**config.mk**
```make
export PLATFORM = sky130hd
export DESIGN_NAME = rbt_queue
export DESIGN_NICKNAME = d
export VERILOG_FILES = /design/src/rtl/core/rbt_pkg.sv /design/src/rtl/core/rbt_queue.sv
export VERILOG_INCLUDE_DIRS = /design/src /design/src/rtl/core
export SDC_FILE = /design/constraint.sdc
export NUM_CORES = 1
export LEC_CHECK = 0
export BUFFER_PORTS_ARGS = -buffer_cell sky130_fd_sc_hd__buf_4
export CELL_PAD_IN_SITES_DETAIL_PLACEMENT = 1
export CELL_PAD_IN_SITES_GLOBAL_PLACEMENT = 1
export CORE_UTILIZATION = 48
export DETAILED_ROUTE_END_ITERATION = 10
export MAX_ROUTING_LAYER = met4
export PLACE_DENSITY_LB_ADDON = 0.1
export SYNTH_ARGS = -nofsm -noshare
export SYNTH_HDL_FRONTEND = slang
export SYNTH_SLANG_ARGS = --single-unit
```
**constraint.sdc**
```tcl
create_clock -name clk -period 6.82 [get_ports clk]
set_input_delay 0.341 -clock clk [delete_from_list [all_inputs] [get_ports clk]]
set_output_delay 0.341 -clock clk [all_outputs]
set_load 0.05 [all_outputs]
```
**src/rtl/core/resource_barrier_tracker_assert.svh**
```systemverilog
// Assertion macros for the resource barrier tracker.
// Expects signals named clk and rst_n in the module that uses them.
`ifndef RESOURCE_BARRIER_TRACKER_ASSERT_SVH
`define RESOURCE_BARRIER_TRACKER_ASSERT_SVH
`ifndef SYNTHESIS
// Same-cycle implication: whenever cond holds, prop holds too.
`define RBT_ASSERT_IMPLY(label, cond, prop, msg) \
    label: assert property (@(posedge clk) disable iff (!rst_n) (cond) |-> (prop)) \
        else $error(msg);
// Next-cycle implication: whenever cond holds, prop must hold in the cycle after.
`define RBT_ASSERT_NEXT(label, cond, prop, msg) \
    label: assert property (@(posedge clk) disable iff (!rst_n) (cond) |=> (prop)) \
        else $error(msg);
`else
`define RBT_ASSERT_IMPLY(label, cond, prop, msg)
`define RBT_ASSERT_NEXT(label, cond, prop, msg)
`endif
`endif

```
**src/rtl/core/rbt_pkg.sv**
```systemverilog
// Shared types and constants for the resource barrier tracker.
// No dependencies; the RTL files other than the assertion header name it by scope, and the bench imports it.
package rbt_pkg;

    localparam int NUM_RESOURCES = 256;
    localparam int RES_IDX_W     = $clog2(NUM_RESOURCES);
    localparam int QUEUE_DEPTH   = 2;
    localparam int QUEUE_PTR_W   = (QUEUE_DEPTH > 1) ? $clog2(QUEUE_DEPTH) : 1;
    localparam int QUEUE_CNT_W   = $clog2(QUEUE_DEPTH + 1);

    localparam int ID_W     = 8;
    localparam int MASK_W   = 17;
    localparam int LAYOUT_W = 4;
    localparam int ASPECT_W = 3;
    localparam int LEVEL_W  = 5;
    localparam int LAYER_W  = 12;

    // Operation codes
    localparam logic [1:0] OP_USE     = 2'd0;
    localparam logic [1:0] OP_PRESENT = 2'd1;
    localparam logic [1:0] OP_FRAME   = 2'd2;

    // Usage codes
    localparam logic [2:0] USG_COLOR   = 3'd0;
    localparam logic [2:0] USG_RESOLVE = 3'd1;
    localparam logic [2:0] USG_DS      = 3'd2;
    localparam logic [2:0] USG_COPY    = 3'd3;
    localparam logic [2:0] USG_SHADER  = 3'd4;
    localparam logic [2:0] USG_SUBPASS = 3'd5;

    // Pass and format kinds
    localparam logic [1:0] PK_COMPUTE  = 2'd0;
    localparam logic [1:0] PK_GRAPHICS = 2'd1;
    localparam logic [1:0] FK_DEPTH    = 2'd1;
    localparam logic [1:0] FK_DS       = 2'd2;

    // Barrier kinds
    localparam logic [1:0] BK_IMAGE_PRE    = 2'd0;
    localparam logic [1:0] BK_BUFFER_PRE   = 2'd1;
    localparam logic [1:0] BK_PRESENT_POST = 2'd2;

    // Pipeline stage bits
    localparam logic [MASK_W-1:0] STG_NONE      = 17'h00000;
    localparam logic [MASK_W-1:0] STG_FRAG      = 17'h00080;
    localparam logic [MASK_W-1:0] STG_EARLY_FT  = 17'h00100;
    localparam logic [MASK_W-1:0] STG_LATE_FT   = 17'h00200;
    localparam logic [MASK_W-1:0] STG_COLOR_OUT = 17'h00400;
    localparam logic [MASK_W-1:0] STG_COMPUTE   = 17'h00800;
    localparam logic [MASK_W-1:0] STG_TRANSFER  = 17'h01000;
    localparam logic [MASK_W-1:0] STG_ALL_GFX   = 17'h08000;
    localparam logic [MASK_W-1:0] STG_ALL_CMD   = 17'h10000;

    // Access bits
    localparam logic [MASK_W-1:0] ACC_NONE      = 17'h00000;
    localparam logic [MASK_W-1:0] ACC_INPUT_RD  = 17'h00010;
    localparam logic [MASK_W-1:0] ACC_SHADER_RD = 17'h00020;
    localparam logic [MASK_W-1:0] ACC_SHADER_WR = 17'h00040;
    localparam logic [MASK_W-1:0] ACC_COLOR_RD  = 17'h00080;
    localparam logic [MASK_W-1:0] ACC_COLOR_WR  = 17'h00100;
    localparam logic [MASK_W-1:0] ACC_DS_RD     = 17'h00200;
    localparam logic [MASK_W-1:0] ACC_DS_WR     = 17'h00400;
    localparam logic [MASK_W-1:0] ACC_XFER_RD   = 17'h00800;
    localparam logic [MASK_W-1:0] ACC_XFER_WR   = 17'h01000;
    localparam logic [MASK_W-1:0] ACC_MEM_RD    = 17'h08000;
    localparam logic [MASK_W-1:0] ACC_MEM_WR    = 17'h10000;
    localparam logic [MASK_W-1:0] ACC_ANY_WRITE =
        ACC_MEM_WR | ACC_SHADER_WR | ACC_COLOR_WR | ACC_DS_WR | ACC_XFER_WR;

    // Image layouts
    localparam logic [LAYOUT_W-1:0] LAY_UNDEF     = 4'd0;
    localparam logic [LAYOUT_W-1:0] LAY_GENERAL   = 4'd1;
    localparam logic [LAYOUT_W-1:0] LAY_COLOR     = 4'd2;
    localparam logic [LAYOUT_W-1:0] LAY_DS        = 4'd3;
    localparam logic [LAYOUT_W-1:0] LAY_DS_RO     = 4'd4;
    localparam logic [LAYOUT_W-1:0] LAY_SHADER_RO = 4'd5;
    localparam logic [LAYOUT_W-1:0] LAY_XFER_SRC  = 4'd6;
    localparam logic [LAYOUT_W-1:0] LAY_XFER_DST  = 4'd7;
    localparam logic [LAYOUT_W-1:0] LAY_PRESENT   = 4'd8;

    // Aspect bits
    localparam logic [ASPECT_W-1:0] ASP_COLOR   = 3'd1;
    localparam logic [ASPECT_W-1:0] ASP_DEPTH   = 3'd2;
    localparam logic [ASPECT_W-1:0] ASP_DEPTH_S = 3'd6;

    typedef enum logic [1:0] {
        CMD_USE,
        CMD_PRESENT,
        CMD_CLEAR
    } cmd_t;

    typedef enum logic {
        BACK_READ,
        BACK_EXEC
    } back_state_t;

    // Classified item passed from front to back
    typedef struct packed {
        cmd_t                cmd;
        logic [ID_W-1:0]     resource_id;
        logic                is_image;
        logic                is_swapchain;
        logic [MASK_W-1:0]   req_stages;
        logic [MASK_W-1:0]   req_access;
        logic [LAYOUT_W-1:0] req_layout;
        logic [ASPECT_W-1:0] aspect_mask;
        logic [LEVEL_W-1:0]  level_count;
        logic [LAYER_W-1:0]  layer_count;
    } q_item_t;

    // Per-resource tracked state
    typedef struct packed {
        logic [MASK_W-1:0]   stages;
        logic [MASK_W-1:0]   access;
        logic [LAYOUT_W-1:0] layout;
    } entry_t;

    // One barrier
    typedef struct packed {
        logic [ID_W-1:0]     resource_id_res;
        logic [1:0]          barrier_kind;
        logic                first_use;
        logic [MASK_W-1:0]   src_stages;
        logic [MASK_W-1:0]   src_access;
        logic [MASK_W-1:0]   dst_stages;
        logic [MASK_W-1:0]   dst_access;
        logic [LAYOUT_W-1:0] old_layout;
        logic [LAYOUT_W-1:0] new_layout;
        logic [ASPECT_W-1:0] aspect_mask;
        logic [LEVEL_W-1:0]  level_count;
        logic [LAYER_W-1:0]  layer_count;
    } res_t;

endpackage

```
**src/rtl/core/rbt_queue.sv**
```systemverilog
// Short FIFO of classified items between the front and back ends.
// Depends on rbt_pkg and the assertion macro header.
`include "resource_barrier_tracker_assert.svh"

module rbt_queue (
    input  logic             clk,
    input  logic             rst_n,
    input  logic             push,
    input  rbt_pkg::q_item_t push_item,
    output logic             ready,
    input  logic             pop,
    output logic             head_valid,
    output rbt_pkg::q_item_t head_item
);

    localparam logic [rbt_pkg::QUEUE_PTR_W-1:0] LAST_PTR =
        rbt_pkg::QUEUE_PTR_W'(rbt_pkg::QUEUE_DEPTH - 1);
    localparam logic [rbt_pkg::QUEUE_CNT_W-1:0] FULL_CNT =
        rbt_pkg::QUEUE_CNT_W'(rbt_pkg::QUEUE_DEPTH);

    rbt_pkg::q_item_t                  slot_reg [rbt_pkg::QUEUE_DEPTH];
    logic [rbt_pkg::QUEUE_PTR_W-1:0]   wr_ptr_reg;
    logic [rbt_pkg::QUEUE_PTR_W-1:0]   wr_ptr_next;
    logic [rbt_pkg::QUEUE_PTR_W-1:0]   rd_ptr_reg;
    logic [rbt_pkg::QUEUE_PTR_W-1:0]   rd_ptr_next;
    logic [rbt_pkg::QUEUE_CNT_W-1:0]   count_reg;
    logic [rbt_pkg::QUEUE_CNT_W-1:0]   count_next;

    assign ready      = (count_reg != FULL_CNT);
    assign head_valid = (count_reg != '0);
    assign head_item  = slot_reg[rd_ptr_reg];

    always_comb
    begin
        wr_ptr_next = wr_ptr_reg;
        rd_ptr_next = rd_ptr_reg;
        count_next  = count_reg;
        if (push)
        begin
            wr_ptr_next = (wr_ptr_reg == LAST_PTR) ? '0 : wr_ptr_reg + 1'b1;
        end
        if (pop)
        begin
            rd_ptr_next = (rd_ptr_reg == LAST_PTR) ? '0 : rd_ptr_reg + 1'b1;
        end
        if (push && !pop)
        begin
            count_next = count_reg + 1'b1;
        end
        else if (pop && !push)
        begin
            count_next = count_reg - 1'b1;
        end
    end

    always_ff @(posedge clk or negedge rst_n)
    begin
        if (!rst_n)
        begin
            wr_ptr_reg <= '0;
            rd_ptr_reg <= '0;
            count_reg  <= '0;
        end
        else
        begin
            wr_ptr_reg <= wr_ptr_next;
            rd_ptr_reg <= rd_ptr_next;
            count_reg  <= count_next;
        end
    end

    always_ff @(posedge clk)
    begin
        if (push)
        begin
            slot_reg[wr_ptr_reg] <= push_item;
        end
    end

    `RBT_ASSERT_IMPLY(a_q_no_overflow, push, count_reg != FULL_CNT, "push into full queue")
    `RBT_ASSERT_IMPLY(a_q_no_underflow, pop, count_reg != '0, "pop from empty queue")
    `RBT_ASSERT_NEXT(a_q_count_track, push && !pop, count_reg == $past(count_reg) + 1'b1, "count lost a push")

endmodule

```
# Word level (Yosys, flattened, before mapping)
# Memories as Yosys holds them, arrays and structs flattened.
# Index checks and enable logic that the tools add are counted.
dict set report op_classes {
  reduce_logical 6
  n_addsub 4
  n_eq_ne 1
  n_mux 6
}
# cell count
set ops {}
lappend ops {{2-to-1 mux 1 bit} 4}
lappend ops {{2-to-1 mux 2 bit} 2}
lappend ops {{nonzero test 2 bit} 2}
lappend ops {{adder 1 bit, second input constant} 2}
lappend ops {{adder 2 x 1 -> 2 bit, second input constant} 1}
lappend ops {{logical AND 1 bit} 2}
lappend ops {{zero test 1 bit} 2}
lappend ops {{inequality test 2 bit, second input constant} 1}
lappend ops {{subtractor 2 x 1 -> 2 bit, second input constant} 1}
dict set report word_totals {
  mem_count 1
  ram_bits 140
  wordCells 21
  output_inout_bits 72
  register_bits 4
}
# memory words word_bits rd rd_clocked_by_memory_dff write_ports line
set memory_table {}
lappend memory_table {slot_reg 2 70 1 0 1 rbt_queue.sv:21} ;# rbt_pkg::q_item_t slot_reg [rbt_pkg::QUEUE_DEPTH];

# Logic depth before layout (Yosys ltp)
# Gate-level depths: netlist of the first run.
dict set report logic_depth {
  depth_word 4
  mapped_depth 5
  depth_no_buf 5
}

# Worst setup path before layout of the first run
# Ideal clock, no wire load.
dict set report synth_path {
  path_kind {flip-flop to flip-flop}
  startpoint {register wr_ptr_reg}
  endpoint {memory slot_reg[0][0] (netlist bit), enable pin}
  setup_ns 0.507
  setup_slack_ns 2.802
  synth_period_minus_slack_ns 4.018
  required_ns 6.313
  stages_incl_launch_ff 2
  arrival_time_ns 3.511
  path_buffers 0
  cell_sequence {dfrtp_1 -> nor2b_1}
}
# element line
set synth_rtl {}
lappend synth_rtl {{start, declared} rbt_queue.sv:22} ;# logic [rbt_pkg::QUEUE_PTR_W-1:0] wr_ptr_reg;
lappend synth_rtl {{start signal, assigned} rbt_queue.sv:66} ;# wr_ptr_reg <= wr_ptr_next;
lappend synth_rtl {{end, declared} rbt_queue.sv:21}
# No word-level cell before the write port.

==> results of run 1 <==
[final cells by class]
class,count,area (µm²),area share (%)
sequential,144,4308,58.48
multi-input combinational,81,1142,15.51
timing repair buffer,148,1114,15.12
clock buffer,17,425.4,5.775
clock inverter,15,193.9,2.633
tap,143,178.9,2.429
inverter,1,3.754,0.05096
[through the flow]
stage	utilization, %	instance area (µm²)	cells	hold WS (ps)
global route	64.78	7366	549	96.47
global placement	59.25	6736	516	144.2
floorplan	-	5592	234	45.41
detailed placement	59.25	6736	516	143.4
finish	64.78	7366	549	114.6
CTS	64.78	7366	549	99.59
[placed cells by master, fill, tap and decap left out]
| master | n |
|---|---|
| clkinvlp_4 | 5 |
| dfrtp_4 | 1 |
| inv_1 | 1 |
| bufinv_16 | 4 |
| edfxtp_1 | 140 |
| xnor2_1 | 1 |
| clkbuf_16 | 17 |
| xor2_1 | 4 |
| clkinv_1 | 1 |
| nand2b_1 | 1 |
| ha_1 | 1 |
| dfrtp_1 | 3 |
| clkinv_4 | 2 |
| mux2_2 | 1 |
| mux2_4 | 69 |
| nor2_1 | 1 |
| nor2b_4 | 1 |
| buf_4 | 147 |
| dlygate4sd3_1 | 1 |
| and2_4 | 1 |
| clkinv_2 | 3 |
| or2_2 | 1 |
[cells by family (layout without fill, tap and decap cells)]
group                      after synthesis  after routing  synth area share, %
xor gates and xnor gates                 5              5               0.7831
adders and majority gates                1              1               0.2237
buffers and inverters                    9            181                2.775
DFF                                    144            144                76.97
muxes                                   70             70                18.73
and+or+nand+nor                          5              5               0.5149
[power by group]
part	switching, W	internal (W)
registers	0.000102	0.00118
clock network	0.000343	0.000609
logic	0.000950	0.000569
[worst max-delay path, stage by stage, from the launching register on]
cell	delay, ps
dfrtp_4	810
buf_4	730
mux2_4	370
buf_4	190
[worst max path at each step]
stage | start | endpoint | slack (ps)
final | rd_ptr_reg | head_item[16] | 3950
after global routing | rd_ptr_reg | head_item[16] | 3830
after CTS | rd_ptr_reg | head_item[16] | 3890
after detailed placement | rd_ptr_reg | head_item[32] | 4340
after global placement | rd_ptr_reg | head_item[32] | 4330
after floorplan | wr_ptr_reg | slot_reg[0][0] | 2800
[metal layers]
metal	track usage, %	vias to the layer above	routed length, µm
met5	-	-	0
met4	6.857	0	111
met3	6.935	8	728
met2	28.30	95	5350
met1	19.82	1316	3893
li1	-	1242	-
==> results.cfg, run 1 <==
[routing]
vias = 2661
postRouteWirelength_um = 10080
first_pass_iters = 5
drc = 0
routed_via_density = 4.847
final_antenna_net_count = 0
wl_per_cell_um = 18.37
first_iter_violations = 115

[grt]
grt_max_degree = 71
grt_pass1_vias = 2752
antenna_found_initial = 0
grt_pass1_wl_um = 14570
grt_usage_pct = 17.63
grt_overflow_total = 0

[yosys]
synth_top_area_cell = edfxtp_1
synth_area_leaders = edfxtp_1 75%, mux2_4 19%, buf_12 2.5%, dfrtp_1 1.8%, xor2_1 0.63%
synthArstFlopShare_pct = 2.778
ys_ff_latch = 144
yosysSeqAreaShare_pct = 76.97
synth_most_common_cell = edfxtp_1
synth_top_flop_cell = edfxtp_1
synthTopCellsByCount = 140 x edfxtp_1, 69 x mux2_4, 7 x buf_12
synthesis.area_um2 = 5592
synthCells = 234
syn_nets = 309
ys_warn_count = 0
synth.avg_cell_area_um2 = 23.90
synth_edf_count = 140
synthDistinctLibCells = 15
synth_top_area_share_pct = 75.18

[sta]
setup_violations = 0
fmax_ghz = 0.3487
slew_headroom_pct = 35.66
setup_slack_ps = 3952
worst_pin_slew_ps = 965.1
tns_ps = 0
period_share_pct = 42.05
finalCriticalPeriod_ps = 2868
slew_viol_final = 0
final_hold_viol_count = 0
grt_setup_unrepaired = false
final.setup_skew_ps = 8.512

[place]
gp_congestion = 0.6581
placement.io_buffers = 145
place_ws_ps = 4340
dp_hpwl_um = 6357

[finish]
fin_nets = 468
largest_reg_flops = 140
fillers = 967
area_growth_pct = 31.73
drive_gt1_share_pct = 62.07
antenna_cells = 0

[die]
chipWidth_um = 109.9
io_pins = 146
rows = 39
initial_core_util_pct = 49.18
core_area_um2 = 11370
die_area_um2 = 12080
die_height_um = 109.9

[worst_setup_path]
cp.required_ps = 6480
r2r_cells = 2
cp.arrival_ps = 2530
ff2ff_setup_slack_ps = 4650
crit_path_max_fanout = 40
r2r_start = wr_ptr_reg
startpoint_type = register
reg2reg_to = slot_reg[0][23]
crit_type = register to primary output
cp-end-kind = primary output

[clock_tree]
clockRootBuffer = clkbuf_16
postCtsHoldBufs = 1
cts_made_buffers = 17
cts.sinks = 144
cts_resized = 0
cts_max_level = 4
tritoncts = built
cts_setup_buffers = 0
clk_path_buf_depth = 2
clkLatencyLatePin_ps = 410
path_clk_slew_ps = 60

[run_status]
status = finished clean

[power]
worst_ir_drop_vdd_mv = 0.2787
powerDensity_nw_per_um2 = 509.6
leakage_nw = 2.981
power_w = 0.003753

[flow_run]
drv_cap = 0

[min_path]
holdPathEnd = slot_reg[1][13]
hold_depth = 1
hold_start = push_item[13]
min_path_type = primary input to register
No activity file was read; power rests on OpenSTA's default activity.
==> inputs of run 2 (changes only) <==
Settings changed: CORE_UTILIZATION 48 to 45.
Clock period 6.82 ns to 3 ns, I/O delays scaled along.
==> results.cfg, run 2 (synthesis gave the netlist of run 1 again) <==
[run_status]
status = finished clean

[sta]
final.setup_skew_ps = 6.956
period_share_pct = 77.14
final_hold_viol_count = 0
tns_ps = 0
slew_viol_final = 0
finalCriticalPeriod_ps = 2314
grt_setup_unrepaired = false
setup_slack_ps = 685.7
fmax_ghz = 0.4321
slew_headroom_pct = 34.81
worst_pin_slew_ps = 977.9
setup_violations = 0

[die]
die_height_um = 113.5
initial_core_util_pct = 46.36
io_pins = 146
rows = 40
core_area_um2 = 12060
chipWidth_um = 113.5
die_area_um2 = 12880

[grt]
grt_pass1_vias = 3334
met1_usage_pct = 21.62
grt_max_degree = 71
grt_overflow_total = 0
grt-busiest-layer = met2
met3_usage_pct = 5.473
antenna_found_initial = 0
grt_pass1_wl_um = 17390
grt_usage_pct = 19.28
grtUsageMet2_pct = 32.44

[routing]
wl_per_cell_um = 17.30
vias = 2975
first_iter_violations = 113
first_pass_iters = 4
routed_via_density = 4.591
drc = 0
final_antenna_net_count = 0
postRouteWirelength_um = 11210

[finish]
fin_nets = 542
final_cell_mix = 146 x buf_4, 140 x edfxtp_1, 73 x dlygate4sd3_1, 69 x mux2_4, 17 x clkbuf_16
drive_gt1_share_pct = 52.50
fillers = 1031
largest_reg_flops = 140
final_common_cell = buf_4
area_growth_pct = 45.22
post-route-util_pct = 67.32
seqCellArea_um2 = 4308
multi_input_area_um2 = 1142
antenna_cells = 0

[clock_tree]
cts_max_level = 4
tritoncts = built
cts.sinks = 144
path_clk_slew_ps = 60
clockRootBuffer = clkbuf_16
cts_resized = 0
clkLatencyLatePin_ps = 410
clk_path_buf_depth = 2
cts_made_buffers = 17

[worst_setup_path]
critPathMostFrequentCell = buf_4
cp.arrival_ps = 2160
startpoint_type = register
crit_type = register to primary output
crit_path_max_fanout = 29
path_cells = buf_4 -> mux2_4 -> buf_4
critPathSlowestCell = dfrtp_4
cp.required_ps = 2850
slowest_delay_ps = 810
cp-end-kind = primary output
ff2ff_setup_slack_ps = 1330

[power]
worst_ir_drop_vdd_mv = 0.6258
powerDensity_nw_per_um2 = 1043
power_w = 0.008468
leakage_nw = 3.297

[min_path]
min_path_type = primary input to async pin

[place]
gp_congestion = 0.6916
place_ws_ps = 1121
placement.io_buffers = 145
dp_hpwl_um = 6528

[flow_run]
drv_cap = 0
run 2: changes by cell type in the layout (fill, tap and decap cells not counted), sizes merged:
cell,before,now
clkinv,6,3
bufinv,4,0
clkinvlp,5,1
buf,147,149
clkbuf,17,28
dlygate4sd3,1,73
run 2: metrics by stage:
stage / area (µm²) / cells / hold slack (ps)
after floorplan: 5594 / 234 / -145.6
after global placement: 6820 / 543 / -49.80
after detailed placement: 6820 / 543 / -46.18
after CTS: 8120 / 648 / 52.60
after global routing: 8120 / 648 / 85.50
final: 8120 / 648 / 84.22
run 2: final timing paths:
path / startpoint / endpoint / cells past startpoint
max: rd_ptr_reg / head_item[35] / 3
min: rst_n / rd_ptr_reg / 2
max reg2reg: wr_ptr_reg / slot_reg[1][13] / 1
min reg2reg: count_reg[1] / count_reg[1] / 1
max in group asynchronous: rst_n / rd_ptr_reg / 2
min in group clk: pop / rd_ptr_reg / 3
run 2: cell type report:
type / count / share of cell area [%]
flip-flops and latches: 144 / 53.05
repair buffers: 222 / 23.24
inverters: 1 / 0.04622
well taps: 168 / 2.589
multi-input cells: 81 / 14.07
clock buffers: 28 / 6.733
clock inverters: 4 / 0.2773
run 2: power by group:
group / internal [W] / switching, W
Combinational: 0.00140 / 0.00220
Sequential: 0.00268 / 0.000232
Clock: 0.00123 / 0.000728
run 2: per-layer routing:
metal  wire length, µm  vias up
met5                 0        -
met4               187        0
met3               466       14
met2              5811       95
met1              4745     1476
li1                  -     1390
run 2: worst max-delay path: cells and delay by family (launching register included):
family	cells	cell delay, ps
buffers and inverters	2	590
flip-flops	1	810
multiplexers	1	340
run 2: repair_timing:
action | CTS | global route
endpoints found under the hold margin | 146 | 0
buffers inserted | 0 | 0
hold buffers | 73 | 0
==> inputs of run 3 (changes only) <==
Settings changed: CORE_UTILIZATION 45 to 40.
Clock period 3 ns to 2 ns, I/O delays scaled along.
==> results.cfg, run 3 (synthesis gave the netlist of run 1 again) <==
[run_status]
status = finished clean

[finish]
fillers = 1215
largest_reg_flops = 140
area_growth_pct = 47.68
final_cell_mix = 153 x buf_4, 140 x edfxtp_1, 73 x dlygate4sd3_1, 69 x mux2_4, 17 x clkbuf_16
final_common_cell = buf_4
post-route-util_pct = 61.38
drive_gt1_share_pct = 52.87
antenna_cells = 0
fin_nets = 550
final_cells = 664

[clock_tree]
tritoncts = built
cts.sinks = 144
cts_made_buffers = 17
clkLatencyLatePin_ps = 410
clk_path_buf_depth = 2
clockRootBuffer = clkbuf_16
cts_max_level = 4
path_clk_slew_ps = 50
cts_resized = 0

[routing]
drc = 0
routed_via_density = 4.506
postRouteWirelength_um = 11220
first_iter_violations = 121
wl_per_cell_um = 16.90
vias = 2992
final_antenna_net_count = 0
first_pass_iters = 4

[power]
leakage_nw = 3.359
worst_ir_drop_vdd_mv = 0.8939
power_w = 0.01322
powerDensity_nw_per_um2 = 1601

[grt]
grt_usage_pct = 16.71
grt_pass1_wl_um = 17090
grt_max_degree = 56
grt_overflow_total = 0
antenna_found_initial = 0
grt_pass1_vias = 3295

[place]
dp_hpwl_um = 6746
gp_congestion = 0.6838
placement.io_buffers = 145
dpl.cell_count = 555

[sta]
final_hold_viol_count = 0
tns_ps = 0
final.setup_skew_ps = 4.221
slew_viol_final = 0
grt_setup_unrepaired = false
period_share_pct = 91.61
slew_headroom_pct = 75.69
worst_pin_slew_ps = 364.6
finalCriticalPeriod_ps = 1832
fmax_ghz = 0.5458
setup_violations = 0

[worst_setup_path]
r2r_cells = 2
cp.arrival_ps = 1730
cp-end-kind = primary output
crit_type = register to primary output
startpoint_type = register
cp.required_ps = 1900
crit_path_max_fanout = 11
path_cells = buf_4 -> mux2_4 -> buf_4
slowest_delay_ps = 520
critPathMostFrequentCell = buf_4
critPathSlowestCell = dfrtp_4
ff2ff_setup_slack_ps = 530

[flow_run]
drv_cap = 0

[die]
initial_core_util_pct = 41.56
die_area_um2 = 14460
core_area_um2 = 13450
io_pins = 146
chipWidth_um = 120.2
die_height_um = 120.2
rows = 42

[min_path]
min_path_type = primary input to async pin
## run 3: changes by cell type in the layout (fill, tap and decap cells not counted), sizes merged
cell and delta:
clkbuf -10, buf +8, bufinv +5, clkinvlp +1, clkinv +4
## run 3: critical path, delay by kind of cell (launching register included)
kind | cells | cell delay (ps)
buffers and inverters | 2 | 470
flip-flops | 1 | 520
multiplexers | 1 | 330
## run 3: power breakdown
part           internal [W]  total, W  leakage [nW]  switching [W]
Clock               0.00218   0.00331         0.300        0.00113
Sequential          0.00402   0.00423          1.36       0.000214
Combinational       0.00220   0.00568          1.70        0.00348
## run 3: cell type report
cell class	count	area, µm²	share of cell area [%]
tap	176	220.2	2.667
timing repair buffer	230	1959	23.73
multi-input combinational	81	1142	13.83
clock buffer	18	429.2	5.197
sequential	144	4308	52.17
inverter	1	3.754	0.04545
clock inverter	14	195.2	2.364
## run 3: what timing repair did
action                                  in CTS  in global routing
endpoints found under the setup margin      38                  0
setup buffers                                4                  0
hold endpoints to repair                   146                  0
hold buffers                                73                  0
## run 3: stage by stage
| stage | cell area [µm²] | hold slack [ps] | setup WS (ps) |
|---|---|---|---|
| after floorplan | 5600 | -195.6 | 114.4 |
| after global placement | 6873 | -100.6 | 399.5 |
| after detailed placement | 6873 | -100.3 | 393.0 |
| after CTS | 8258 | 2.317 | 127.4 |
| after global routing | 8258 | 9.310 | 101.4 |
| final | 8258 | 21.02 | 167.8 |
## run 3: routing by layer
layer	GRT usage (%)	part of all wire (%)	vias to the layer above
li1	-	-	1407
met1	17.84	40	1474
met2	28.81	53	97
met3	5.142	5.2	14
met4	6.944	1.4	0
met5	-	0	-
## run 3: path summary, 6_finish.rpt
check | to | from
hold / removal | wr_ptr_reg | rst_n
min in group clk | slot_reg[1][36] | push_item[36]
setup reg to reg | slot_reg[1][41] | wr_ptr_reg
max in group asynchronous | rd_ptr_reg | rst_n
hold reg to reg | count_reg[1] | count_reg[1]
setup / recovery | head_item[40] | rd_ptr_reg
