[config.mk]
export PLATFORM = sky130hd
export DESIGN_NAME = rbt_front_flat
export DESIGN_NICKNAME = d
export VERILOG_FILES = /design/src/rtl/core/resource_barrier_tracker_assert.svh /design/src/rtl/core/rbt_pkg.sv /design/src/rtl/core/rbt_channels.sv /design/src/rtl/core/rbt_front.sv /design/src/flat_wrapper.sv
export SDC_FILE = /design/constraint.sdc
export NUM_CORES = 1
export LEC_CHECK = 0
export BUFFER_PORTS_ARGS = -buffer_cell sky130_fd_sc_hd__buf_2
export CAP_MARGIN = 20
export CORE_MARGIN = 3
export CORE_UTILIZATION = 31
export DETAILED_ROUTE_END_ITERATION = 10
export GPL_TIMING_DRIVEN = 0
export PLACE_DENSITY = 0.91
export RECOVER_POWER = 100
export SYNTH_ARGS = -nofsm -noshare
export SYNTH_HDL_FRONTEND = slang
export SYNTH_SLANG_ARGS = --single-unit
[constraint.sdc]
create_clock -name vclk -period 1.7
set_clock_uncertainty 0.1 [all_clocks]
set_input_delay 0.34 -clock vclk [all_inputs]
set_output_delay 0.34 -clock vclk [all_outputs]
set_load 0.1 [all_outputs]
[src/rtl/core/resource_barrier_tracker_assert.svh]
// Assertion macros for the resource barrier tracker.
// Expects signals named clk and rst_n in the module that uses them.
`ifndef RESOURCE_BARRIER_TRACKER_ASSERT_SVH
`define RESOURCE_BARRIER_TRACKER_ASSERT_SVH
`ifndef SYNTHESIS
// Same-cycle implication: whenever cond holds, prop holds too.
`define RBT_ASSERT_IMPLY(label, cond, prop, msg) \
    label: assert property (@(posedge clk) disable iff (!rst_n) (cond) |-> (prop)) \
        else $error(msg);
// Next-cycle implication: whenever cond holds, prop must hold in the cycle after.
`define RBT_ASSERT_NEXT(label, cond, prop, msg) \
    label: assert property (@(posedge clk) disable iff (!rst_n) (cond) |=> (prop)) \
        else $error(msg);
`else
`define RBT_ASSERT_IMPLY(label, cond, prop, msg)
`define RBT_ASSERT_NEXT(label, cond, prop, msg)
`endif
`endif

[src/rtl/core/rbt_pkg.sv]
// Shared types and constants for the resource barrier tracker.
// No dependencies; the RTL files other than the assertion header name it by scope, and the bench imports it.
package rbt_pkg;

    localparam int NUM_RESOURCES = 256;
    localparam int RES_IDX_W     = $clog2(NUM_RESOURCES);
    localparam int QUEUE_DEPTH   = 2;
    localparam int QUEUE_PTR_W   = (QUEUE_DEPTH > 1) ? $clog2(QUEUE_DEPTH) : 1;
    localparam int QUEUE_CNT_W   = $clog2(QUEUE_DEPTH + 1);

    localparam int ID_W     = 8;
    localparam int MASK_W   = 17;
    localparam int LAYOUT_W = 4;
    localparam int ASPECT_W = 3;
    localparam int LEVEL_W  = 5;
    localparam int LAYER_W  = 12;

    // Operation codes
    localparam logic [1:0] OP_USE     = 2'd0;
    localparam logic [1:0] OP_PRESENT = 2'd1;
    localparam logic [1:0] OP_FRAME   = 2'd2;

    // Usage codes
    localparam logic [2:0] USG_COLOR   = 3'd0;
    localparam logic [2:0] USG_RESOLVE = 3'd1;
    localparam logic [2:0] USG_DS      = 3'd2;
    localparam logic [2:0] USG_COPY    = 3'd3;
    localparam logic [2:0] USG_SHADER  = 3'd4;
    localparam logic [2:0] USG_SUBPASS = 3'd5;

    // Pass and format kinds
    localparam logic [1:0] PK_COMPUTE  = 2'd0;
    localparam logic [1:0] PK_GRAPHICS = 2'd1;
    localparam logic [1:0] FK_DEPTH    = 2'd1;
    localparam logic [1:0] FK_DS       = 2'd2;

    // Barrier kinds
    localparam logic [1:0] BK_IMAGE_PRE    = 2'd0;
    localparam logic [1:0] BK_BUFFER_PRE   = 2'd1;
    localparam logic [1:0] BK_PRESENT_POST = 2'd2;

    // Pipeline stage bits
    localparam logic [MASK_W-1:0] STG_NONE      = 17'h00000;
    localparam logic [MASK_W-1:0] STG_FRAG      = 17'h00080;
    localparam logic [MASK_W-1:0] STG_EARLY_FT  = 17'h00100;
    localparam logic [MASK_W-1:0] STG_LATE_FT   = 17'h00200;
    localparam logic [MASK_W-1:0] STG_COLOR_OUT = 17'h00400;
    localparam logic [MASK_W-1:0] STG_COMPUTE   = 17'h00800;
    localparam logic [MASK_W-1:0] STG_TRANSFER  = 17'h01000;
    localparam logic [MASK_W-1:0] STG_ALL_GFX   = 17'h08000;
    localparam logic [MASK_W-1:0] STG_ALL_CMD   = 17'h10000;

    // Access bits
    localparam logic [MASK_W-1:0] ACC_NONE      = 17'h00000;
    localparam logic [MASK_W-1:0] ACC_INPUT_RD  = 17'h00010;
    localparam logic [MASK_W-1:0] ACC_SHADER_RD = 17'h00020;
    localparam logic [MASK_W-1:0] ACC_SHADER_WR = 17'h00040;
    localparam logic [MASK_W-1:0] ACC_COLOR_RD  = 17'h00080;
    localparam logic [MASK_W-1:0] ACC_COLOR_WR  = 17'h00100;
    localparam logic [MASK_W-1:0] ACC_DS_RD     = 17'h00200;
    localparam logic [MASK_W-1:0] ACC_DS_WR     = 17'h00400;
    localparam logic [MASK_W-1:0] ACC_XFER_RD   = 17'h00800;
    localparam logic [MASK_W-1:0] ACC_XFER_WR   = 17'h01000;
    localparam logic [MASK_W-1:0] ACC_MEM_RD    = 17'h08000;
    localparam logic [MASK_W-1:0] ACC_MEM_WR    = 17'h10000;
    localparam logic [MASK_W-1:0] ACC_ANY_WRITE =
        ACC_MEM_WR | ACC_SHADER_WR | ACC_COLOR_WR | ACC_DS_WR | ACC_XFER_WR;

    // Image layouts
    localparam logic [LAYOUT_W-1:0] LAY_UNDEF     = 4'd0;
    localparam logic [LAYOUT_W-1:0] LAY_GENERAL   = 4'd1;
    localparam logic [LAYOUT_W-1:0] LAY_COLOR     = 4'd2;
    localparam logic [LAYOUT_W-1:0] LAY_DS        = 4'd3;
    localparam logic [LAYOUT_W-1:0] LAY_DS_RO     = 4'd4;
    localparam logic [LAYOUT_W-1:0] LAY_SHADER_RO = 4'd5;
    localparam logic [LAYOUT_W-1:0] LAY_XFER_SRC  = 4'd6;
    localparam logic [LAYOUT_W-1:0] LAY_XFER_DST  = 4'd7;
    localparam logic [LAYOUT_W-1:0] LAY_PRESENT   = 4'd8;

    // Aspect bits
    localparam logic [ASPECT_W-1:0] ASP_COLOR   = 3'd1;
    localparam logic [ASPECT_W-1:0] ASP_DEPTH   = 3'd2;
    localparam logic [ASPECT_W-1:0] ASP_DEPTH_S = 3'd6;

    typedef enum logic [1:0] {
        CMD_USE,
        CMD_PRESENT,
        CMD_CLEAR
    } cmd_t;

    typedef enum logic {
        BACK_READ,
        BACK_EXEC
    } back_state_t;

    // Classified item passed from front to back
    typedef struct packed {
        cmd_t                cmd;
        logic [ID_W-1:0]     resource_id;
        logic                is_image;
        logic                is_swapchain;
        logic [MASK_W-1:0]   req_stages;
        logic [MASK_W-1:0]   req_access;
        logic [LAYOUT_W-1:0] req_layout;
        logic [ASPECT_W-1:0] aspect_mask;
        logic [LEVEL_W-1:0]  level_count;
        logic [LAYER_W-1:0]  layer_count;
    } q_item_t;

    // Per-resource tracked state
    typedef struct packed {
        logic [MASK_W-1:0]   stages;
        logic [MASK_W-1:0]   access;
        logic [LAYOUT_W-1:0] layout;
    } entry_t;

    // One barrier
    typedef struct packed {
        logic [ID_W-1:0]     resource_id_res;
        logic [1:0]          barrier_kind;
        logic                first_use;
        logic [MASK_W-1:0]   src_stages;
        logic [MASK_W-1:0]   src_access;
        logic [MASK_W-1:0]   dst_stages;
        logic [MASK_W-1:0]   dst_access;
        logic [LAYOUT_W-1:0] old_layout;
        logic [LAYOUT_W-1:0] new_layout;
        logic [ASPECT_W-1:0] aspect_mask;
        logic [LEVEL_W-1:0]  level_count;
        logic [LAYER_W-1:0]  layer_count;
    } res_t;

endpackage

[src/rtl/core/rbt_channels.sv]
// Valid/ready channel interfaces for the resource barrier tracker.
// Depends on rbt_pkg for field widths.
interface rbt_use_if;
    logic                              valid;
    logic                              ready;
    logic [1:0]                        op;
    logic [rbt_pkg::ID_W-1:0]          resource_id;
    logic                              is_image;
    logic                              is_swapchain;
    logic [2:0]                        usage;
    logic                              reads;
    logic                              writes;
    logic [1:0]                        pass_kind;
    logic [1:0]                        format_kind;
    logic [rbt_pkg::LEVEL_W-1:0]       mip_levels;
    logic [rbt_pkg::LAYER_W-1:0]       array_layers;

    modport source (
        output valid, op, resource_id, is_image, is_swapchain, usage, reads, writes,
               pass_kind, format_kind, mip_levels, array_layers,
        input  ready
    );
    modport sink (
        input  valid, op, resource_id, is_image, is_swapchain, usage, reads, writes,
               pass_kind, format_kind, mip_levels, array_layers,
        output ready
    );
endinterface


[src/rtl/core/rbt_front.sv]
// Front end: accepts items and maps each use to its required state.
// Depends on rbt_pkg and rbt_channels; feeds rbt_queue.
module rbt_front (
    rbt_use_if.sink          use_ch,
    input  logic             q_ready,
    output logic             q_push,
    output rbt_pkg::q_item_t q_item
);

    logic                       in_table;
    logic                       keep;
    logic                       rd;
    logic                       wr;
    logic [rbt_pkg::MASK_W-1:0] shader_stg;

    assign use_ch.ready = q_ready;
    assign rd           = use_ch.reads;
    assign wr           = use_ch.writes;
    assign in_table     = (32'(use_ch.resource_id) < rbt_pkg::NUM_RESOURCES);

    always_comb
    begin
        case (use_ch.pass_kind)
            rbt_pkg::PK_COMPUTE:  shader_stg = rbt_pkg::STG_COMPUTE;
            rbt_pkg::PK_GRAPHICS: shader_stg = rbt_pkg::STG_ALL_GFX;
            default:              shader_stg = rbt_pkg::STG_ALL_CMD;
        endcase
    end

    always_comb
    begin
        q_item              = '0;
        q_item.cmd          = rbt_pkg::CMD_USE;
        q_item.resource_id  = use_ch.resource_id;
        q_item.is_image     = use_ch.is_image;
        q_item.is_swapchain = use_ch.is_swapchain;
        q_item.req_layout   = rbt_pkg::LAY_UNDEF;
        q_item.aspect_mask  = rbt_pkg::ASP_COLOR;
        q_item.level_count  = rbt_pkg::LEVEL_W'(1);
        q_item.layer_count  = rbt_pkg::LAYER_W'(1);
        keep                = 1'b0;

        if (use_ch.is_image)
        begin
            q_item.level_count = use_ch.mip_levels;
            q_item.layer_count = use_ch.array_layers;
            case (use_ch.format_kind)
                rbt_pkg::FK_DS:    q_item.aspect_mask = rbt_pkg::ASP_DEPTH_S;
                rbt_pkg::FK_DEPTH: q_item.aspect_mask = rbt_pkg::ASP_DEPTH;
                default:           q_item.aspect_mask = rbt_pkg::ASP_COLOR;
            endcase
        end

        unique case (use_ch.op)
            rbt_pkg::OP_FRAME:
            begin
                q_item.cmd = rbt_pkg::CMD_CLEAR;
                keep       = 1'b1;
            end
            rbt_pkg::OP_PRESENT:
            begin
                q_item.cmd = rbt_pkg::CMD_PRESENT;
                keep       = in_table && use_ch.is_swapchain;
            end
            rbt_pkg::OP_USE:
            begin
                if (use_ch.is_image)
                begin
                    unique case (use_ch.usage)
                        rbt_pkg::USG_COLOR, rbt_pkg::USG_RESOLVE:
                        begin
                            q_item.req_stages = rbt_pkg::STG_COLOR_OUT;
                            q_item.req_access = (rd ? rbt_pkg::ACC_COLOR_RD : rbt_pkg::ACC_NONE)
                                              | (wr ? rbt_pkg::ACC_COLOR_WR : rbt_pkg::ACC_NONE);
                            q_item.req_layout = rbt_pkg::LAY_COLOR;
                            keep              = in_table;
                        end
                        rbt_pkg::USG_DS:
                        begin
                            q_item.req_stages = rbt_pkg::STG_EARLY_FT | rbt_pkg::STG_LATE_FT;
                            q_item.req_access = (rd ? rbt_pkg::ACC_DS_RD : rbt_pkg::ACC_NONE)
                                              | (wr ? rbt_pkg::ACC_DS_WR : rbt_pkg::ACC_NONE);
                            q_item.req_layout = wr ? rbt_pkg::LAY_DS : rbt_pkg::LAY_DS_RO;
                            keep              = in_table;
                        end
                        rbt_pkg::USG_COPY:
                        begin
                            q_item.req_stages = rbt_pkg::STG_TRANSFER;
                            q_item.req_access = (rd ? rbt_pkg::ACC_XFER_RD : rbt_pkg::ACC_NONE)
                                              | (wr ? rbt_pkg::ACC_XFER_WR : rbt_pkg::ACC_NONE);
                            q_item.req_layout = (rd && wr) ? rbt_pkg::LAY_GENERAL
                                              : (rd ? rbt_pkg::LAY_XFER_SRC
                                                    : rbt_pkg::LAY_XFER_DST);
                            keep              = in_table;
                        end
                        rbt_pkg::USG_SHADER:
                        begin
                            q_item.req_stages = shader_stg;
                            q_item.req_access = (rd ? rbt_pkg::ACC_SHADER_RD : rbt_pkg::ACC_NONE)
                                              | (wr ? rbt_pkg::ACC_SHADER_WR : rbt_pkg::ACC_NONE);
                            q_item.req_layout = wr ? rbt_pkg::LAY_GENERAL
                                                   : rbt_pkg::LAY_SHADER_RO;
                            keep              = in_table;
                        end
                        rbt_pkg::USG_SUBPASS:
                        begin
                            q_item.req_stages = rbt_pkg::STG_FRAG;
                            q_item.req_access = rbt_pkg::ACC_INPUT_RD;
                            q_item.req_layout = rbt_pkg::LAY_SHADER_RO;
                            keep              = in_table;
                        end
                        default:
                        begin
                            keep = 1'b0;
                        end
                    endcase
                end
                else
                begin
                    unique case (use_ch.usage)
                        rbt_pkg::USG_COPY:
                        begin
                            q_item.req_stages = rbt_pkg::STG_TRANSFER;
                            q_item.req_access = (rd ? rbt_pkg::ACC_XFER_RD : rbt_pkg::ACC_NONE)
                                              | (wr ? rbt_pkg::ACC_XFER_WR : rbt_pkg::ACC_NONE);
                            keep              = in_table;
                        end
                        rbt_pkg::USG_SHADER:
                        begin
                            q_item.req_stages = shader_stg;
                            q_item.req_access = (rd ? rbt_pkg::ACC_SHADER_RD : rbt_pkg::ACC_NONE)
                                              | (wr ? rbt_pkg::ACC_SHADER_WR : rbt_pkg::ACC_NONE);
                            keep              = in_table;
                        end
                        default:
                        begin
                            keep = 1'b0;
                        end
                    endcase
                end
            end
            default:
            begin
                keep = 1'b0;
            end
        endcase
    end

    // Items with no effect are taken and dropped here
    assign q_push = use_ch.valid && q_ready && keep;

endmodule

[src/flat_wrapper.sv]
// flat-port wrapper written by rule: the top's interface ports become plain ports
module rbt_front_flat 
  (q_ready, q_push, q_item, use_ch_valid, use_ch_op, use_ch_resource_id, use_ch_is_image, use_ch_is_swapchain, use_ch_usage, use_ch_reads, use_ch_writes, use_ch_pass_kind, use_ch_format_kind, use_ch_mip_levels, use_ch_array_layers, use_ch_ready);
  rbt_use_if use_ch_i ();
  input  logic q_ready;
  output logic q_push;
  output rbt_pkg::q_item_t q_item;
  input wire logic [$bits(use_ch_i.valid)-1:0] use_ch_valid;
  input wire logic [$bits(use_ch_i.op)-1:0] use_ch_op;
  input wire logic [$bits(use_ch_i.resource_id)-1:0] use_ch_resource_id;
  input wire logic [$bits(use_ch_i.is_image)-1:0] use_ch_is_image;
  input wire logic [$bits(use_ch_i.is_swapchain)-1:0] use_ch_is_swapchain;
  input wire logic [$bits(use_ch_i.usage)-1:0] use_ch_usage;
  input wire logic [$bits(use_ch_i.reads)-1:0] use_ch_reads;
  input wire logic [$bits(use_ch_i.writes)-1:0] use_ch_writes;
  input wire logic [$bits(use_ch_i.pass_kind)-1:0] use_ch_pass_kind;
  input wire logic [$bits(use_ch_i.format_kind)-1:0] use_ch_format_kind;
  input wire logic [$bits(use_ch_i.mip_levels)-1:0] use_ch_mip_levels;
  input wire logic [$bits(use_ch_i.array_layers)-1:0] use_ch_array_layers;
  output wire logic [$bits(use_ch_i.ready)-1:0] use_ch_ready;
  assign use_ch_i.valid = use_ch_valid;
  assign use_ch_i.op = use_ch_op;
  assign use_ch_i.resource_id = use_ch_resource_id;
  assign use_ch_i.is_image = use_ch_is_image;
  assign use_ch_i.is_swapchain = use_ch_is_swapchain;
  assign use_ch_i.usage = use_ch_usage;
  assign use_ch_i.reads = use_ch_reads;
  assign use_ch_i.writes = use_ch_writes;
  assign use_ch_i.pass_kind = use_ch_pass_kind;
  assign use_ch_i.format_kind = use_ch_format_kind;
  assign use_ch_i.mip_levels = use_ch_mip_levels;
  assign use_ch_i.array_layers = use_ch_array_layers;
  assign use_ch_ready = use_ch_i.ready;
  rbt_front u_core (.use_ch(use_ch_i), .q_ready(q_ready), .q_push(q_push), .q_item(q_item));
endmodule
==> results of run 1 <==
## logic make-up after synthesis
| kind of cell | Yosys count |
|---|---|
| AO/OA/AOI/OAI | 9 |
| adder cells (fa/ha/maj) | 1 |
| buffers and inverters | 35 |
| other | 1 |
| AND/OR/NAND/NOR | 50 |
## what timing repair did
item | 4_1_cts
gates resized for setup | 84
setup buffers | 2
cloned | 0
pin swaps | 10
setup endpoints to repair | 39
## stage by stage
stage / hold WS, ps / setup slack, ps / setup TNS (ps) / utilization, %
4_1_cts: 921 / -186 / -1080 / 87.6
3_5_place_dp: 964 / -503 / -7860 / 71.9
3_3_place_gp: 965 / -456 / -6320 / 71.9
2_1_floorplan: 687 / -830 / -6650 / -
## cells in the mapped netlist, drive strengths merged
| library cell | n | area (um2) |
|---|---|---|
| nor3 | 4 | 36.3 |
| nand2 | 4 | 15.0 |
| buf | 31 | 233 |
| a21oi | 4 | 20.0 |
| and3 | 5 | 31.3 |
| o21ai | 1 | 5.00 |
| a211oi | 2 | 15.0 |
| nor3b | 1 | 7.51 |
| nor2b | 5 | 33.8 |
| conb | 1 | 3.75 |
| inv | 2 | 7.51 |
| o22ai | 1 | 6.26 |
| clkbuf | 2 | 7.51 |
| nand2b | 4 | 25.0 |
| and2b | 2 | 15.0 |
| ha | 1 | 12.5 |
| a211o | 1 | 8.76 |
| nor2 | 2 | 7.51 |
| or3b | 1 | 11.3 |
| and2 | 22 | 138 |
==> flow_metrics.py, run 1 <==
metrics = {
    "synthesis": {
        "ys_seq_area_share_pct": 0,
        "synthAdderAreaFrac_pct": 1.96,
        "ys_warn_count": 0,
        "synth_top_family_by_area": "simple AND/OR/NAND/NOR gates",
        "synthSimpleGateAreaFrac_pct": 50.1,
        "synthCells": 96,
        "synth_xor_area_share_pct": 0,
        "syn_area_per_cell_um2": 6.66,
        "synth_compound_area_share_pct": 8.61,
        "netlist_area_um2": 639,
        "synth_mux_area_share_pct": 0,
        "yosys.cell_types.count": 23,
    },
    "clocking": {
        "hold_buffers": 0,
    },
    "status": {
        "stop_error": "[ERROR DPL-0038] Utilization greater than 100%, impossible to legalize",
        "failing_step": "global routing (5_1_grt)",
        "status": "aborted with a tool error",
    },
    "place": {
        "dp.cells": 224,
        "hpwl_um": 2360,
        "placed_cell_area_um2": 1320,
        "gp_congestion": 0.622,
        "port_buffers": 86,
    },
    "timing": {
        "worst_endpoint_kind": "top-level output",
        "worstEndpointGrtRepair": "q_item[31]",
    },
    "global_route": {
        "grt_start_max_net_pins": 11,
    },
    "floorplanning": {
        "dieHeight_um": 51.4,
        "dieWidth_um": 51.4,
        "start_util_pct": 34.8,
        "rows": 15,
        "io_pins": 112,
    },
}
==> run 2, diff against run 1 <==
CORE_AREA = 3 3 64 66   (was unset)
CORE_MARGIN = unset   (was 3)
CORE_UTILIZATION = unset   (was 31)
DIE_AREA = 0 0 67 69   (was unset)
PLACE_DENSITY = unset   (was 0.91)
PLACE_DENSITY_LB_ADDON = 0.15   (was unset)
==> run 2 against run 1 <==
Against the previous run: the flow now finishes, with violations (negative setup slack); synthesized area unchanged; synthesized cell count unchanged.
==> flow_metrics.py, run 2 <==
metrics = {
    "global_route": {
        "grt_use_total_pct": 9.89,
        "overflow": 0,
        "met3_usage_pct": 1.47,
        "busiest_layer": "met2",
        "antenna_found_initial": 0,
        "grt_util_met1_pct": 10.3,
        "met2_usage_pct": 20.7,
        "grt_pass1_vias": 930,
        "grt_pass1_wl_um": 3930,
        "grt_start_max_net_pins": 11,
    },
    "synthesis": {
        "yosys.cell_types.count": 23,
        "synthCells": 96,
        "yosysTopAreaCell": "buf_4",
        "synth_top_area_share_pct": 36.4,
        "netlist_area_um2": 639,
        "yosysMostFrequentCell": "buf_4",
        "syn_area_per_cell_um2": 6.66,
        "ys_seq_area_share_pct": 0,
        "ys_warn_count": 0,
        "synth_area_leaders": "buf_4 (36%), and2_1 (22%), and3_1 (4.9%), nand2b_1 (3.9%), nor2b_1 (3.9%)",
        "synthTopCellsByCount": "buf_4 (31), and2_1 (22), and3_1 (5)",
    },
    "place": {
        "dp.cells": 247,
        "placed_cell_area_um2": 1350,
        "hpwl_um": 2040,
        "place_ws_ps": -464,
        "port_buffers": 86,
        "gp_congestion": 0.681,
    },
    "floorplanning": {
        "start_util_pct": 17.6,
        "rows": 22,
        "dieWidth_um": 67,
        "io_pins": 112,
        "dieArea_um2": 4620,
        "coreArea_um2": 3630,
        "dieHeight_um": 69,
    },
    "final_layout": {
        "n_fill_cell": 361,
        "final_common_cell": "buf_4",
        "final_cell_mix": "buf_4 (48), buf_2 (26), conb_1 (18)",
        "diodes": 0,
        "syn2layout_area_growth_pct": 179,
        "instances_no_fill": 254,
        "clkbuf_count": 0,
        "drive_gt1_share_pct": 84.0,
        "fin_nets": 249,
        "seqCellArea_um2": 0,
        "postLayoutCellArea_um2": 1790,
        "seq_cells": 0,
    },
    "timing": {
        "rsz0062_at_grt": "yes",
        "setup_violations": 15,
        "tightest_slew_ps": 546,
        "fin_hold_ws_ps": 897,
        "min_period_ps": 1840,
        "finalCritPeriodShare_pct": 108,
        "clock.fmax_mhz": 544,
        "final_hold_viol_count": 0,
        "maxSlewViolCount": 0,
        "fin_ws_ps": -138,
        "maxSlewHeadroom_pct": 63.8,
    },
    "status": {
        "status": "finished, violations left",
        "violations": "negative setup slack",
    },
    "pwr": {
        "irDropWorstVdd_mv": 0.266,
        "power.leakage_nw": 0.926,
        "p_total_uw": 838,
        "power.density_nw_per_um2": 470,
    },
    "drt": {
        "drtPass1Iterations": 2,
        "avgRoutedWirePerCell_um": 10.1,
        "via_count": 955,
        "drc": 0,
        "antenna_left": 0,
        "wirelength_um": 2560,
        "detail_route.vias_per_cell": 3.76,
        "drtIter0Drc": 22,
    },
    "setup_path": {
        "crit_path_max_fanout": 5,
        "required_ps": 1260,
        "cp-end-kind": "output pin",
        "crit_arrival_ps": 1400,
        "worstSetupStartpointType": "input port",
        "path_class": "in -> out",
    },
    "hold_path": {
        "hold_class": "in -> out",
        "hold_depth": 3,
    },
    "clocking": {
        "hold_buffers": 0,
    },
    "run": {
        "cap_viol_max_count": 0,
    },
}
[run 2: cell counts after synthesis]
No cell type changed its count.
[run 2: worst max-delay path: stages]
cell and delay, ps:
buf_8 100, or3b_4 440, nor3_4 170, and2_4 190, buf_12 170
[run 2: cells by family (layout without fill, tap and decap cells)]
group | count (synthesis) | in the layout | synth area share [%]
simple gates | 50 | 50 | 50.1
fa+ha+maj | 1 | 1 | 1.96
other cells | 1 | 18 | 0.587
buf+inv | 35 | 128 | 38.7
compound gates | 9 | 9 | 8.61
[run 2: path summary, 6_finish.rpt]
kind | start | endpoint | slack [ps]
setup / recovery | use_ch_op[0] | q_item[32] | -140
hold / removal | use_ch_pass_kind[0] | q_item[52] | 900
[run 2: layer usage]
metal,share of wire (%),vias up
met4,0,0
met1,32,408
met5,0,-
met3,12,0
met2,56,64
li1,-,483
[run 2: final cells by class]
cell class	count	area (um2)	share of cell area [%]
timing repair buffer	93	833	46.7
multi-input combinational	78	624	35.0
buffer	33	249	13.9
tap	48	60.1	3.36
inverter	2	18.8	1.05
[run 2: metrics by stage]
stage	utilization, %	setup TNS [ps]
3_3_place_gp	37.2	-7910
2_1_floorplan	-	-6650
4_1_cts	47.3	-1060
5_1_grt	49.1	-2000
6_report	49.1	-1340
3_5_place_dp	37.2	-7870
[run 2: power by group]
group	switching [mW]	total, mW	internal [mW]
Sequential	0	0	0
Clock	0	0	0
Combinational	0.641	0.838	0.197
Total	0.641	0.838	0.197
[run 2: repair_timing]
action | in CTS | in global routing
gates resized for setup | 97 | 15
pin swaps | 6 | 4
buffers inserted | 5 | 2
setup endpoints to repair | 39 | 21
Power figures use the tool's default switching activity.
==> run 3, diff against run 2 <==
PLACE_DENSITY = 0.55   (was unset)
PLACE_DENSITY_LB_ADDON = unset   (was 0.15)
==> run 3 against run 2 <==
Against the previous run: the run still ends with negative setup slack left; global-route usage increased by 0.90 points; worst hold slack improved by 3.5 ps; sequential share of layout area unchanged; sequential cell count unchanged; via count increased by 1.0%; critical endpoint is now q_item[28]; largest power group unchanged; highest routed layer unchanged.
==> flow_metrics.py, run 3 (synthesized netlist as in run 2, its figures left out) <==
metrics = {
    "status": {
        "status": "finished, violations left",
        "violations": "negative setup slack",
    },
    "final_layout": {
        "diodes": 0,
        "seqCellArea_um2": 0,
        "clkbuf_count": 0,
        "instances_no_fill": 254,
        "final_cell_mix": "buf_4 (49), buf_2 (27), conb_1 (18)",
        "syn2layout_area_growth_pct": 180,
        "drive_gt1_share_pct": 84.5,
        "fin_nets": 249,
        "final_common_cell": "buf_4",
        "seq_cells": 0,
    },
    "floorplanning": {
        "dieArea_um2": 4620,
        "io_pins": 112,
        "rows": 22,
        "coreArea_um2": 3630,
        "dieHeight_um": 69,
        "start_util_pct": 17.6,
        "dieWidth_um": 67,
    },
    "timing": {
        "maxSlewHeadroom_pct": 63.1,
        "finalCritPeriodShare_pct": 109,
        "fin_ws_ps": -148,
        "clock.fmax_mhz": 541,
        "setup_violations": 12,
        "tightest_slew_ps": 555,
        "fin_hold_ws_ps": 901,
        "final_hold_viol_count": 0,
        "rsz0062_at_grt": "yes",
        "maxSlewViolCount": 0,
        "min_period_ps": 1850,
    },
    "drt": {
        "wirelength_um": 2920,
        "detail_route.vias_per_cell": 3.80,
        "drc": 0,
        "drtIter0Drc": 25,
        "drtPass1Iterations": 4,
        "antenna_left": 0,
        "via_count": 965,
        "avgRoutedWirePerCell_um": 11.5,
    },
    "global_route": {
        "grt_start_max_net_pins": 11,
        "grt_pass1_wl_um": 4220,
        "antenna_found_initial": 0,
        "overflow": 0,
        "grt_pass1_vias": 947,
        "grt_use_total_pct": 10.8,
    },
    "pwr": {
        "p_total_uw": 847,
        "power.leakage_nw": 0.943,
        "power.density_nw_per_um2": 473,
        "irDropWorstVdd_mv": 0.289,
    },
    "place": {
        "dp.cells": 247,
        "port_buffers": 86,
        "gp_congestion": 0.694,
        "hpwl_um": 2110,
    },
    "setup_path": {
        "worstSetupStartpointType": "input port",
        "slowest_delay_ps": 430,
        "cp_slowest_cell": "or3b_4",
        "crit_path_max_fanout": 5,
        "crit_arrival_ps": 1410,
        "cpMostUsedCell": "buf_4",
        "crit_chain": "buf_8 -> or3b_4 -> buf_4 -> nor2_4 -> buf_4 -> buf_12",
        "path_class": "in -> out",
        "required_ps": 1260,
        "cp-end-kind": "output pin",
    },
    "hold_path": {
        "worstHoldStart": "use_ch_pass_kind[0]",
        "whs_endpoint": "q_item[52]",
        "hold_depth": 3,
        "hold_class": "in -> out",
    },
    "run": {
        "cap_viol_max_count": 0,
    },
    "clocking": {
        "hold_buffers": 0,
    },
}
==> run 3: how the worst max path moves through the flow <==
| stage | start | end | slack, ps | cells after the start |
|---|---|---|---|---|
| floorplan | use_ch_op[1] | q_item[31] | -830 | 3 |
| global placement | use_ch_op[1] | q_item[31] | -460 | 5 |
| detailed placement | use_ch_op[1] | q_item[31] | -460 | 5 |
| CTS | use_ch_op[0] | q_item[31] | -150 | 5 |
| global route | use_ch_op[0] | q_item[31] | -190 | 5 |
| finish | use_ch_op[0] | q_item[28] | -150 | 6 |
==> run 3: final cells by class <==
type / count / area, um2
Fill cell: 348 / 1840
Timing Repair Buffer: 93 / 832
Multi-Input combinational cell: 78 / 632
Buffer: 33 / 249
Tap cell: 48 / 60.1
Inverter: 2 / 18.8
==> run 3: critical path, delay by kind of cell <==
family | cells | cell delay (ps)
buffers and inverters | 4 | 540
AND/OR/NAND/NOR | 2 | 510
==> run 3: layer usage <==
| metal | vias up | wire (um) | global-route usage (%) |
|---|---|---|---|
| met5 | - | 0 | 0 |
| met4 | 0 | 0 | 0 |
| met3 | 0 | 256 | 1.47 |
| met2 | 63 | 1730 | 21.4 |
| met1 | 420 | 938 | 12.4 |
| li1 | 482 | - | - |
==> run 3: stage by stage <==
step                setup WS, ps  util [%]  TNS, ps  cell area, um2
floorplan                   -830         -    -6650             861
global placement            -459      37.2    -7970            1350
detailed placement          -462      37.2    -8460            1350
CTS                         -147      46.8    -1010            1700
global route                -185      49.3    -1680            1790
finish                      -148      49.3    -1040            1790
==> run 3: power by group <==
part	switching, mW	leakage (nW)	internal [mW]
Sequential	0	0	0
Clock	0	0	0
Combinational	0.647	0.943	0.200
Total	0.647	0.943	0.200
==> run 3: timing repair <==
item                       4_1_cts  5_1_grt
hold endpoints to repair         0        0
setup buffers                    3        4
setup endpoints to repair       41       20
cloned                           0        0
pin swaps                        7        6
resized for setup               94       20
==> run 4, diff against run 3 <==
ABC_AREA = 1   (was unset)
PLACE_DENSITY = 0.59   (was 0.55)
TNS_END_PERCENT = 20   (was unset)
==> run 4 against run 3 <==
Against the previous run: the flow still finishes with violations (negative setup slack); fmax rose by 1.2%; worst hold slack gained 4.7 ps; synthesized area grew 17%; final cell count is 16% higher; sequential share of layout area did not move; wire length fell by 4.1%; power increased by 3.8%; synthesized cell count increased by 44%; critical path depth unchanged; core utilization rose by 3.8 points; die area stayed put.
==> flow_metrics.py, run 4 <==
metrics = {
    "floorplanning": {
        "start_util_pct": 20.6,
        "io_pins": 112,
        "dieWidth_um": 67,
        "rows": 22,
        "dieArea_um2": 4620,
        "coreArea_um2": 3630,
        "dieHeight_um": 69,
    },
    "final_layout": {
        "drive_gt1_share_pct": 68.8,
        "diodes": 0,
        "seq_cells": 0,
        "fin_nets": 290,
        "final_cell_mix": "buf_4 (48), buf_2 (25), inv_1 (24)",
        "seqCellArea_um2": 0,
        "syn2layout_area_growth_pct": 158,
        "clkbuf_count": 0,
        "postLayoutCellArea_um2": 1930,
        "finish.utilization_pct": 53.1,
        "final_common_cell": "buf_4",
    },
    "setup_path": {
        "crit_arrival_ps": 1390,
        "crit_chain": "buf_8 -> nor2_4 -> clkinvlp_4 -> buf_12 -> nor4_4 -> buf_6",
        "slowest_delay_ps": 260,
        "cp-startpoint": "use_ch_op[1]",
        "worstSetupStartpointType": "input port",
        "cp_slowest_cell": "buf_6",
        "crit_path_max_fanout": 7,
        "required_ps": 1260,
        "cp-end-kind": "output pin",
        "endpoint": "q_item[52]",
        "path_class": "in -> out",
    },
    "status": {
        "status": "finished, violations left",
        "violations": "negative setup slack",
    },
    "global_route": {
        "overflow": 0,
        "antenna_found_initial": 0,
        "grt_use_total_pct": 10.2,
        "grt_pass1_wl_um": 3970,
        "grt_pass1_vias": 952,
        "grt_start_max_net_pins": 11,
    },
    "timing": {
        "setup_violations": 5,
        "maxSlewHeadroom_pct": 63.9,
        "tightest_slew_ps": 544,
        "final_hold_viol_count": 0,
        "rsz0062_at_grt": "yes",
        "maxSlewViolCount": 0,
        "min_period_ps": 1830,
        "finalCritPeriodShare_pct": 107,
        "clock.fmax_mhz": 547,
        "fin_ws_ps": -127,
        "fin_setup_tns_ps": -343,
    },
    "pwr": {
        "p_total_uw": 879,
        "irDropWorstVdd_mv": 0.185,
        "power.leakage_nw": 1.11,
        "power.density_nw_per_um2": 455,
    },
    "place": {
        "port_buffers": 84,
        "hpwl_um": 2200,
        "gp_congestion": 0.739,
        "placed_cell_area_um2": 1450,
    },
    "drt": {
        "detail_route.vias_per_cell": 3.76,
        "wirelength_um": 2810,
        "avgRoutedWirePerCell_um": 9.51,
        "drtIter0Drc": 12,
        "antenna_left": 0,
        "drtPass1Iterations": 4,
        "via_count": 1109,
        "drc": 0,
    },
    "hold_path": {
        "hold_class": "in -> out",
    },
    "synthesis": {
        "synthSimpleGateAreaFrac_pct": 40.2,
        "synthCells": 138,
        "synth_xor_area_share_pct": 0,
        "synth_mux_area_share_pct": 0,
        "ys_warn_count": 0,
        "netlist_area_um2": 747,
        "ys_seq_area_share_pct": 0,
        "synthAdderAreaFrac_pct": 1.68,
        "synth_top_family_by_area": "buffers and inverters",
        "synth_area_leaders": "buf_4 (32%), inv_1 (16%), nand2_1 (13%), nor2_1 (6.0%), nor3_1 (4.7%)",
        "synthTopCellsByCount": "buf_4 (32), inv_1 (31), nand2_1 (26), nor2_1 (12), nor3_1 (7)",
        "synth_compound_area_share_pct": 7.20,
        "yosysTopAreaCell": "buf_4",
        "yosysMostFrequentCell": "buf_4",
        "syn_area_per_cell_um2": 5.41,
        "yosys.cell_types.count": 24,
        "synth_top_area_share_pct": 32.2,
    },
    "run": {
        "cap_viol_max_count": 0,
    },
}
[run 4: cell types whose count changed after synthesis, sizes merged, moves of 4 or more]
cell    change
inv        +30
and3        -5
nor2b       -5
nor2       +13
nor3        +4
nand3       +7
nand2b      -4
and2       -22
nand2      +25
[run 4: worst max-delay path: cells and delay by family]
family	cells	cell delay, ps
AND/OR/NAND/NOR	2	390
buffers and inverters	4	650
[run 4: worst min path at each step]
stage | start | to | slack, ps | cells past startpoint
2_1_floorplan | use_ch_pass_kind[1] | q_item[52] | 680 | 1
3_3_place_gp | use_ch_resource_id[0] | q_item[60] | 960 | 2
3_5_place_dp | use_ch_resource_id[0] | q_item[60] | 960 | 2
4_1_cts | use_ch_pass_kind[1] | q_item[52] | 910 | 3
5_1_grt | use_ch_pass_kind[1] | q_item[52] | 910 | 3
6_report | use_ch_pass_kind[1] | q_item[52] | 910 | 3
[run 4: kinds of logic after synthesis]
logic type / after synthesis
other: 1
adder cells (fa/ha/maj): 1
buffers and inverters: 66
AO/OA/AOI/OAI: 8
AND/OR/NAND/NOR: 62
[run 4: repair_timing]
item / CTS / global route
setup endpoints to repair: 27 / 22
buffers inserted: 2 / 6
pin swaps: 6 / 8
hold buffers: 0 / 0
gates resized for setup: 88 / 30
[run 4: metal layers]
metal | part of all wire, % | track usage [%] | vias to the layer above
li1 | - | - | 578
met1 | 31 | 10.2 | 468
met2 | 57 | 21.6 | 63
met3 | 12 | 1.79 | 0
met4 | 0 | 0.450 | 0
met5 | 0 | 0 | -
[run 4: where the power goes]
part / total, mW / switching, mW / internal [mW]
Combinational: 0.879 / 0.682 / 0.197
Sequential: 0 / 0 / 0
Clock: 0 / 0 / 0
[run 4: area by class of cell]
class | count | area (um2)
fillers | 343 | 1700
repair buffers | 92 | 840
multi-input cells | 89 | 641
plain buffers | 34 | 256
inverters | 32 | 134
well taps | 48 | 60.1
[run 4: metrics by stage]
| stage | worst slack (ps) | hold slack (ps) | std cells |
|---|---|---|---|
| 2_1_floorplan | -535 | 678 | 155 |
| 3_3_place_gp | -331 | 964 | 287 |
| 3_5_place_dp | -326 | 964 | 287 |
| 4_1_cts | -91.5 | 911 | 289 |
| 5_1_grt | -166 | 912 | 295 |
| 6_report | -127 | 905 | 295 |
